## src/rtl/core/plrs_pkg.sv

```systemverilog
// Package with shared types and codes for the positional list with range sort.
`default_nettype none

package plrs_pkg;

    // Action codes carried on the input tuser
    typedef enum logic [1:0] {
        ACT_INSERT = 2'd0,
        ACT_ERASE  = 2'd1,
        ACT_SORT   = 2'd2,
        ACT_QUERY  = 2'd3
    } action_t;

    // Result status codes
    localparam logic [1:0] ST_DONE = 2'd0;
    localparam logic [1:0] ST_FULL = 2'd1;
    localparam logic [1:0] ST_BAD  = 2'd2;

    // Operation broadcast to every cell of the chain
    typedef enum logic [1:0] {
        CELL_HOLD   = 2'd0,
        CELL_INSERT = 2'd1,
        CELL_ERASE  = 2'd2,
        CELL_SORT   = 2'd3
    } cell_op_t;

    typedef struct packed {
        cell_op_t op;
        logic     phase;   // odd-even transposition phase
    } cell_ctrl_t;

    // Stream payload widths
    localparam int IN_DATA_W  = 56;
    localparam int IN_USER_W  = 2;
    localparam int OUT_DATA_W = 48;

endpackage

`default_nettype wire

```

## src/rtl/core/plrs_cell.sv

```systemverilog
// One list cell: holds an entry, shifts with neighbors, does compare-exchange.
`default_nettype none

module plrs_cell #(
    parameter int IDX = 0,
    parameter int IW  = 6
) (
    input  wire logic                clk,
    input  wire plrs_pkg::cell_ctrl_t ctrl,
    input  wire logic [IW-1:0]       pos,
    input  wire logic [IW-1:0]       first,
    input  wire logic [IW-1:0]       last,
    input  wire logic [31:0]         value_in,
    input  wire logic [31:0]         left_value,
    input  wire logic [31:0]         right_value,
    output logic [31:0]              value,
    output logic [31:0]              tap
);
    import plrs_pkg::*;

    localparam logic [IW-1:0] MY_IDX = IW'(IDX);

    logic [31:0] value_reg;
    logic [31:0] value_next;
    logic        pair_lo;
    logic        pair_hi;

    // lower / upper member of an active compare-exchange pair
    assign pair_lo = (MY_IDX >= first) && (MY_IDX < last) && (MY_IDX[0] == ctrl.phase);
    assign pair_hi = (MY_IDX > first) && (MY_IDX <= last) && (MY_IDX[0] != ctrl.phase);

    always_comb
    begin
        value_next = value_reg;
        case (ctrl.op)
            CELL_INSERT:
            begin
                if (MY_IDX == pos)
                begin
                    value_next = value_in;
                end
                else if (MY_IDX > pos)
                begin
                    value_next = left_value;
                end
            end
            CELL_ERASE:
            begin
                if (MY_IDX >= pos)
                begin
                    value_next = right_value;
                end
            end
            CELL_SORT:
            begin
                if (pair_lo && ($signed(value_reg) > $signed(right_value)))
                begin
                    value_next = right_value;
                end
                else if (pair_hi && ($signed(left_value) > $signed(value_reg)))
                begin
                    value_next = left_value;
                end
            end
            default:
            begin
                value_next = value_reg;
            end
        endcase
    end

    always_ff @(posedge clk)
    begin
        value_reg <= value_next;
    end

    assign value = value_reg;
    assign tap   = (MY_IDX == pos) ? value_reg : 32'd0;

endmodule

`default_nettype wire

```

## config.mk

```make
export PLATFORM = sky130hd
export DESIGN_NAME = plrs_cell
export DESIGN_NICKNAME = d
export VERILOG_FILES = /design/src/rtl/core/plrs_pkg.sv /design/src/rtl/core/plrs_cell.sv
export SDC_FILE = /design/constraint.sdc
export NUM_CORES = 1
export LEC_CHECK = 0
export BUFFER_PORTS_ARGS = -buffer_cell sky130_fd_sc_hd__buf_2
export CORE_MARGIN = 2
export CORE_UTILIZATION = 43
export CTS_BUF_LIST = sky130_fd_sc_hd__clkbuf_4 sky130_fd_sc_hd__clkbuf_8
export DETAILED_ROUTE_END_ITERATION = 8
export GPL_TIMING_DRIVEN = 0
export HOLD_SLACK_MARGIN = 0.15
export PLACE_DENSITY = 0.81
export RECOVER_POWER = 25
export SYNTH_ARGS = -nofsm -noshare
export SYNTH_HDL_FRONTEND = slang
export SYNTH_SLANG_ARGS = --single-unit
```

## constraint.sdc

```tcl
create_clock -name clk -period 4.56 [get_ports clk]
set_input_delay 0.456 -clock clk [delete_from_list [all_inputs] [get_ports clk]]
set_output_delay 0.456 -clock clk [all_outputs]
set_load 0.01 [all_outputs]
```

==> metrics.md, run 1 <==
| Metric | Value |
|---|---|
| Clock latency at the later pin of the worst-skew pair | around 0.28 ns |
| Layout Cells excl Fill | 660 |
| CTS buffer count | 5 |
| Die Ht | around 93 um |
| Cells after Synth | 370 |
| Final hold viol count | 0 |
| Number of enable flip-flop cells after synthesis | 32 |
| Share of cells above drive strength 1 | a little over a third |
| Antenna fix cells | 0 |
| Pre-CTS WS | roughly 1.0 ns |
| Worst EP required | 4.56 ns |
| # port buffers | 179 |
| Synth unique cells | between 40 and 50 |
| Commonest non-fill, non-tap cell in the layout | buf_2 |
| Global Route Usage Sum | between 20% and 30% |
| Std cell rows | 32 |
| Starting Density | 44.2% |
| Mapped Area | 3420 um2 |
| CTS tree | yes |
| Synth Net Count | between 500 and 600 |
| Boundary pin count | roughly 180 |
| Worst-Margin Slew | 0.763 ns |
| Hold_sp | value_in[23] |
| Status | complete, no violations |
| Post-Route WL | 11.8 mm |
| Die area | around 8700 um2 |
| H-tree Lvls | 2 |
| Fin nets | a little over 700 |
| DP Wirelength | 9.49 mm |
| Reg2reg setup slack | about 1.1 ns |
| Hold-fix buffers, CTS | 0 |
| Pwr Total | between 0.9 and 1 mW |
| Power per Cell Area | approximately 210 nW/um2 |
| Top delay family on crit path | simple AND/OR/NAND/NOR gates |
| Dominant synthesized flop cell | edfxtp_1 |
| CTS resizes | 0 |
| Area Overhead vs Synth | 32.7% |
| First-pass DRT Iterations | 7 |
| Average cell area after synthesis | roughly 9.2 um2 |
| Worst-path clk slew | approximately 0.07 ns |
| Pleak | 2.14 nW |
| Yosys top cell area share | between 20 and 30% |
| Fmax | slightly below 300 MHz |
| R2R Path Start | value[15]$_DFFE_PP_ |
| Fin. max-slew vios | 0 |
| Worst path max stage delay | between 0.5 and 0.6 ns |
| FF+latch count, synth | 32 |
| Final ANT Viol Nets | 0 |
| Largest area contributor in the netlist | edfxtp_1 |
| Yosys warns | 0 |
| Placed cells | around 650 |
| Buf/Inv on CP | 2 |
| Max FFs per register | 32 |
| Worst setup SP type | flop |
| Max Clock Skew | 0.00859 ns |
| Crit path kind | reg2reg |
| Vias in the first global route | 3541 |
| Hold crit path type | in2reg |
| Leading cell types in the layout, fill and taps excluded | 153 x buf_2, 100 x inv_1, 50 x clkbuf_1, 35 x ha_1, 34 x nor4_1 |
| CTS root buffer | clkbuf_8 |
| Final setup margin | between 1 and 1.5 ns |
| Rel. slew slack | around half |
| FILL cells | ~700 |
| Global-route wire length before repair | ~18 mm |
| Via density | ~5.7 |
| Initial DRC count | between 300 and 400 |
| Clock tree sinks | 32 |
| FF-to-FF path depth | 9 |
| Hold EP | value[23]$_DFFE_PP_ |
| Setup crit end kind | flop |
| Non-Filler Cell Area, Final | 4540 um2 |
| Drc violations | 0 |
| Tmin final | 3.42 ns |
| Tcrit/Tclk final | 75.0% |
| Placed instance area | around 4500 um2 |
| Initial antenna violation count | 0 |
| Max cap viols | 0 |
| Arrival time worst endpoint | between 3 and 4 ns |
| Post-CTS Setup Inserts | 0 |
| Largest net degree at the start of global routing | 16 |
| CP max-delay cell | nor3_4 |
| Cell-by-cell trace of the critical path | ha_1, nand4_1, or3_1, a211o_1, a31oi_1, nor4b_1, nor3_4, buf_8, buf_16 |
| Grt ovf | 0 |
| Maximum vdd ir drop | ~0.10 mV |
| Gpl congestion | slightly below 0.9 |
| Final setup fails | 0 |
| Wire per inst | ~18 um |
| Core region area | around 7700 um2 |
| CTS Buffer Depth | 2 |
| Hold-critical path depth | 3 |
| RSZ-0062 raised after global routing | false |
| Hold WS | between 0.4 and 0.5 ns |
| Seq/Total Area, Yosys | 28.1% |
| Via count | 3769 |
| FF-to-FF End | value[29]$_DFFE_PP_ |
| Asr flop ratio synth | 0% |
| Horiz. Die Dim | ~93 um |
| Dominant cells by area after synthesis | edfxtp_1 28%, o221ai_2 13%, ha_1 13% |
| Max FO, Critical Path | 15 |
-- synth_stat cells (2+ instances only) --
master and n:
o221ai_2 30, a21oi_1 14, or4_1 2, nand3_1 3, inv_1 100, or3_1 2, nor3b_1 2, a31oi_1 2
clkbuf_1 18, nor4_1 34, ha_1 35, nand2_1 8, a211oi_1 5, or2_2 2, o21a_1 3, nor2_1 5
o221ai_1 2, a222oi_1 32, buf_2 6, nor3_1 3, edfxtp_1 32, nand4_1 7, buf_6 3
-- how the worst max path moves through the flow --
stage                          endpoint                 from  depth (start not counted)
floorplan            value[0]$_DFFE_PP_      right_value[14]                          8
global placement    value[26]$_DFFE_PP_      right_value[15]                          9
detailed placement  value[26]$_DFFE_PP_      right_value[15]                         11
CTS                 value[26]$_DFFE_PP_  value[15]$_DFFE_PP_                          9
global route        value[20]$_DFFE_PP_  value[15]$_DFFE_PP_                          9
finish              value[29]$_DFFE_PP_  value[15]$_DFFE_PP_                          9
-- tightest hold or removal path, delay by kind of cell --
| family | cells | cell delay (ns) |
|---|---|---|
| compound gates | 2 | 0.13 |
| buf+inv | 1 | 0.07 |
-- where the power goes --
part / switching [mW] / internal [mW] / total (mW)
clock: 0.102 / 0.110 / 0.212
combinational: 0.214 / 0.152 / 0.365
sequential: 0.0209 / 0.361 / 0.382
-- kinds of logic (layout without fill, tap and decap cells) --
family          after synthesis  after routing  synth area share (%)
simple gates                 74             74                  12.9
compound gates              101            101                  31.2
buf+inv                     128            316                  14.9
flops                        32             32                  28.1
fa+ha+maj                    35             35                  12.8
-- through the flow --
| step | TNS [ns] | util, % |
|---|---|---|
| after floorplan | 0 | - |
| after global placement | -4.94 | 57.5 |
| after detailed placement | 0 | 58.2 |
| after CTS | 0 | 59.2 |
| after global routing | 0 | 58.7 |
| final | 0 | 58.7 |
-- layer usage --
metal,routed length [um],GRT usage (%),vias up,share of wire (%)
li1,-,-,1825,-
met1,5100,35.5,1758,43
met2,5620,43.5,174,48
met3,822,2.98,12,7.0
met4,224,7.60,0,1.9
met5,0,0,-,0
-- area by class of cell --
| class | instances | area [um2] | share of cell area [%] |
|---|---|---|---|
| repair buffers | 181 | 898 | 19.8 |
| plain buffers | 28 | 135 | 2.98 |
| flip-flops and latches | 32 | 961 | 21.2 |
| clock inverters | 1 | 5.00 | 0.110 |
| clock buffers | 6 | 76.3 | 1.68 |
| inverters | 100 | 375 | 8.28 |
| well taps | 102 | 128 | 2.81 |
| multi-input cells | 210 | 1960 | 43.1 |
Note: power is estimated with default switching activity, not from simulation.
==> run 2, diff against run 1 <==
--- a/config.mk
+++ b/config.mk
@@ -7,12 +7,12 @@
 export LEC_CHECK = 0
 export BUFFER_PORTS_ARGS = -buffer_cell sky130_fd_sc_hd__buf_2
 export CORE_MARGIN = 2
-export CORE_UTILIZATION = 43
+export CORE_UTILIZATION = 47
 export CTS_BUF_LIST = sky130_fd_sc_hd__clkbuf_4 sky130_fd_sc_hd__clkbuf_8
 export DETAILED_ROUTE_END_ITERATION = 8
 export GPL_TIMING_DRIVEN = 0
 export HOLD_SLACK_MARGIN = 0.15
-export PLACE_DENSITY = 0.81
+export PLACE_DENSITY = 0.84
 export RECOVER_POWER = 25
 export SYNTH_ARGS = -nofsm -noshare
 export SYNTH_HDL_FRONTEND = slang
==> constraint.sdc (replaced) <==
create_clock -name clk -period 3.23 [get_ports clk]
set_input_delay 0.323 -clock clk [delete_from_list [all_inputs] [get_ports clk]]
set_output_delay 0.323 -clock clk [all_outputs]
set_load 0.01 [all_outputs]
==> metrics.md, run 2 (synthesized netlist as in run 1, its figures left out) <==
| Metric | Value |
|---|---|
| Rel. slew slack | 49.8% (+0.71 points) |
| Sw Ratio | 35.6% (+0.50 points) |
| FF+latch area | 961 um2 (unchanged) |
| Final hold viol count | 0 (unchanged) |
| Comb pwr share | 38.8% (+0.7 points) |
| Worst setup SP type | flop |
| Worst path max stage delay | 0.47 ns (-0.06 ns) |
| Clock latency at the later pin of the worst-skew pair | 0.28 ns (about the same) |
| DP Wirelength | 9.54 mm (+0.53%) |
| CTS buffer count | 5 (unchanged) |
| Max FFs per register | 32 (unchanged) |
| Worst-path clk slew | 0.07 ns (about the same) |
| Grt ovf | 0 (unchanged) |
| CP max-delay cell | or3_1 |
| Initial DRC count | 465 (+42%) |
| H-tree Lvls | 2 (unchanged) |
| Via density | 5.85 (+2.5%) |
| First-pass DRT Iterations | 5 (-2) |
| Fin nets | 713 (+0.28%) |
| Share of cells above drive strength 1 | 36.6% (+0.048 points) |
| Top delay family on crit path | compound AO/OA/AOI/OAI gates |
| Largest net degree at the start of global routing | 12 (-4) |
| Psw | 0.483 mW (+43%) |
| Area Overhead vs Synth | 33.2% |
| Buf/Inv on CP | 1 (-1) |
| Worst EP required | 3.24 ns (-1.32 ns) |
| Tmin final | 3.10 ns (-0.322 ns) |
| Die Ht | 89.3 um (-4.2%) |
| Critical Path Stages | 8 (-1) |
| Crit path kind | reg2reg |
| Arrival time worst endpoint | 3.11 ns (-0.30 ns) |
| Final ANT Viol Nets | 0 (unchanged) |
| FILL cells | 662 (-5.6%) |
| Status | complete, no violations |
| Clk network pwr share | 21.5% (-0.6 points) |
| Clock tree sinks | 32 (unchanged) |
| FF-to-FF path depth | 8 (-1) |
| Area of the multi-input gates | 1970 um2 (+0.64%) |
| Core region area | 7140 um2 (-7.6%) |
| Hold-fix buffers, CTS | 0 (unchanged) |
| Via count | 3857 (+2.3%) |
| Max cap viols | 0 (unchanged) |
| Maximum vdd ir drop | 0.143 mV (+44%) |
| Commonest non-fill, non-tap cell in the layout | buf_2 |
| Pleak | 2.15 nW (+0.26%) |
| Final setup margin | 0.133 ns (-1.01 ns) |
| Reg2reg setup slack | 0.13 ns (-1.01 ns) |
| Max Clock Skew | 0.00777 ns (-0.000817 ns) |
| R2R Path Start | value[14]$_DFFE_PP_ |
| Pre-CTS WS | -0.0545 ns (-1.09 ns) |
| Internal power | 0.872 mW (+40%) |
| CTS tree | yes |
| Hold-critical path depth | 3 (unchanged) |
| Boundary pin count | 182 (unchanged) |
| Global Route Usage Sum | 28.4% (+2.4 points) |
| Vias in the first global route | 3601 (+1.7%) |
| Antenna fix cells | 0 (unchanged) |
| Hold_sp | value_in[11] |
| Final core occ | 63.8% (+5.1 points) |
| Placed instance area | 4480 um2 (-0.36%) |
| Wire per inst | 18.0 um (+1.2%) |
| Hold crit path type | in2reg |
| Gpl congestion | 0.874 (-2.1%) |
| Tcrit/Tclk final | 95.9% (+21 points) |
| Worst-Margin Slew | 0.753 ns (-0.0106 ns) |
| FF-to-FF End | value[2]$_DFFE_PP_ |
| Pwr Total | 1.35 mW (+41%) |
| Setup crit end kind | flop |
| Post-Route WL | 11.9 mm (+1.0%) |
| Drc violations | 0 (unchanged) |
| Leading cell types in the layout, fill and taps excluded | 149 x buf_2, 100 x inv_1, 50 x clkbuf_1, 34 x nor4_1, 34 x ha_1 |
| # port buffers | 179 (unchanged) |
| Final setup fails | 0 (unchanged) |
| Reg power frac | 39.8% (about the same) |
| RSZ-0062 raised after global routing | false |
| CTS Buffer Depth | 2 (unchanged) |
| Std cell rows | 31 (-3.1%) |
| Fmax | 323 MHz (+10%) |
| Cell-by-cell trace of the critical path | ha_1, nand4_1, or3_1, a211o_1, a31o_2, a31oi_1, buf_4, o221ai_2 |
| Initial antenna violation count | 0 (unchanged) |
| Starting Density | 47.9% (+3.7 points) |
| Non-Filler Cell Area, Final | 4550 um2 (+0.36%) |
| Fin. max-slew vios | 0 (unchanged) |
| Hold EP | value[11]$_DFFE_PP_ |
| Die area | 7970 um2 (-8.2%) |
| Global-route wire length before repair | 17.4 mm (-0.91%) |
| Hold WS | 0.349 ns (-0.138 ns) |
| Horiz. Die Dim | 89.3 um (-4.2%) |
| Max FO, Critical Path | 10 (-5) |
| CTS root buffer | clkbuf_8 |
| Power per Cell Area | 298 nW/um2 (+41%) |
run 2: worst max-delay path by stage:
| stage | to | slack, ns | start |
|---|---|---|---|
| 5_1_grt | value[15]$_DFFE_PP_ | 0.002 | value[31]$_DFFE_PP_ |
| 4_1_cts | value[2]$_DFFE_PP_ | 0.06 | value[31]$_DFFE_PP_ |
| 3_3_place_gp | value[13]$_DFFE_PP_ | -0.56 | right_value[15] |
| 6_report | value[2]$_DFFE_PP_ | 0.13 | value[14]$_DFFE_PP_ |
| 2_1_floorplan | value[0]$_DFFE_PP_ | 0.04 | value[14]$_DFFE_PP_ |
| 3_5_place_dp | value[13]$_DFFE_PP_ | -0.05 | right_value[15] |
run 2: worst register-to-register path: stages (launching register included):
cell      delay, ns
edfxtp_1       0.43
ha_1           0.35
nand4_1        0.14
or3_1          0.47
a211o_1        0.32
a31o_2         0.22
a31oi_1        0.40
buf_4          0.36
o221ai_2       0.15
run 2: per-stage QoR:
| step | TNS (ns) | std cells |
|---|---|---|
| 6_report | 0 | 659 |
| 5_1_grt | 0 | 659 |
| 4_1_cts | 0 | 659 |
| 3_5_place_dp | -1.09 | 650 |
| 3_3_place_gp | -17.91 | 648 |
| 2_1_floorplan | 0 | 370 |
run 2: repair_timing:
item,4_1_cts,5_1_grt
pin swaps,1,1
gates resized for setup,0,9
endpoints found under the setup margin,21,30
endpoints found under the hold margin,0,0
buffers inserted,2,0
run 2: final cells by class:
cell class / instances / area share [%]
Multi-Input combinational cell: 210 / 43.3
Timing Repair Buffer: 183 / 19.8
Sequential cell: 32 / 21.1
Tap cell: 99 / 2.72
Inverter: 100 / 8.25
Clock inverter: 2 / 0.165
Buffer: 28 / 3.19
Clock buffer: 5 / 1.51
run 2: power by group through the flow:
stage	Clock, mW	Combinational [mW]	Sequential (mW)
after global placement	0	0.492	0.545
after global routing	0.307	0.579	0.541
after detailed placement	0	0.515	0.545
after CTS	0.289	0.520	0.536
after floorplan	0	0.297	0.554
final	0.291	0.525	0.539
run 2: metal layers:
layer / part of all wire [%] / GRT usage (%)
met1: 40 / 35.5
met2: 50 / 49.8
met3: 8.2 / 3.97
met4: 1.8 / 10.4
met5: 0 / 0
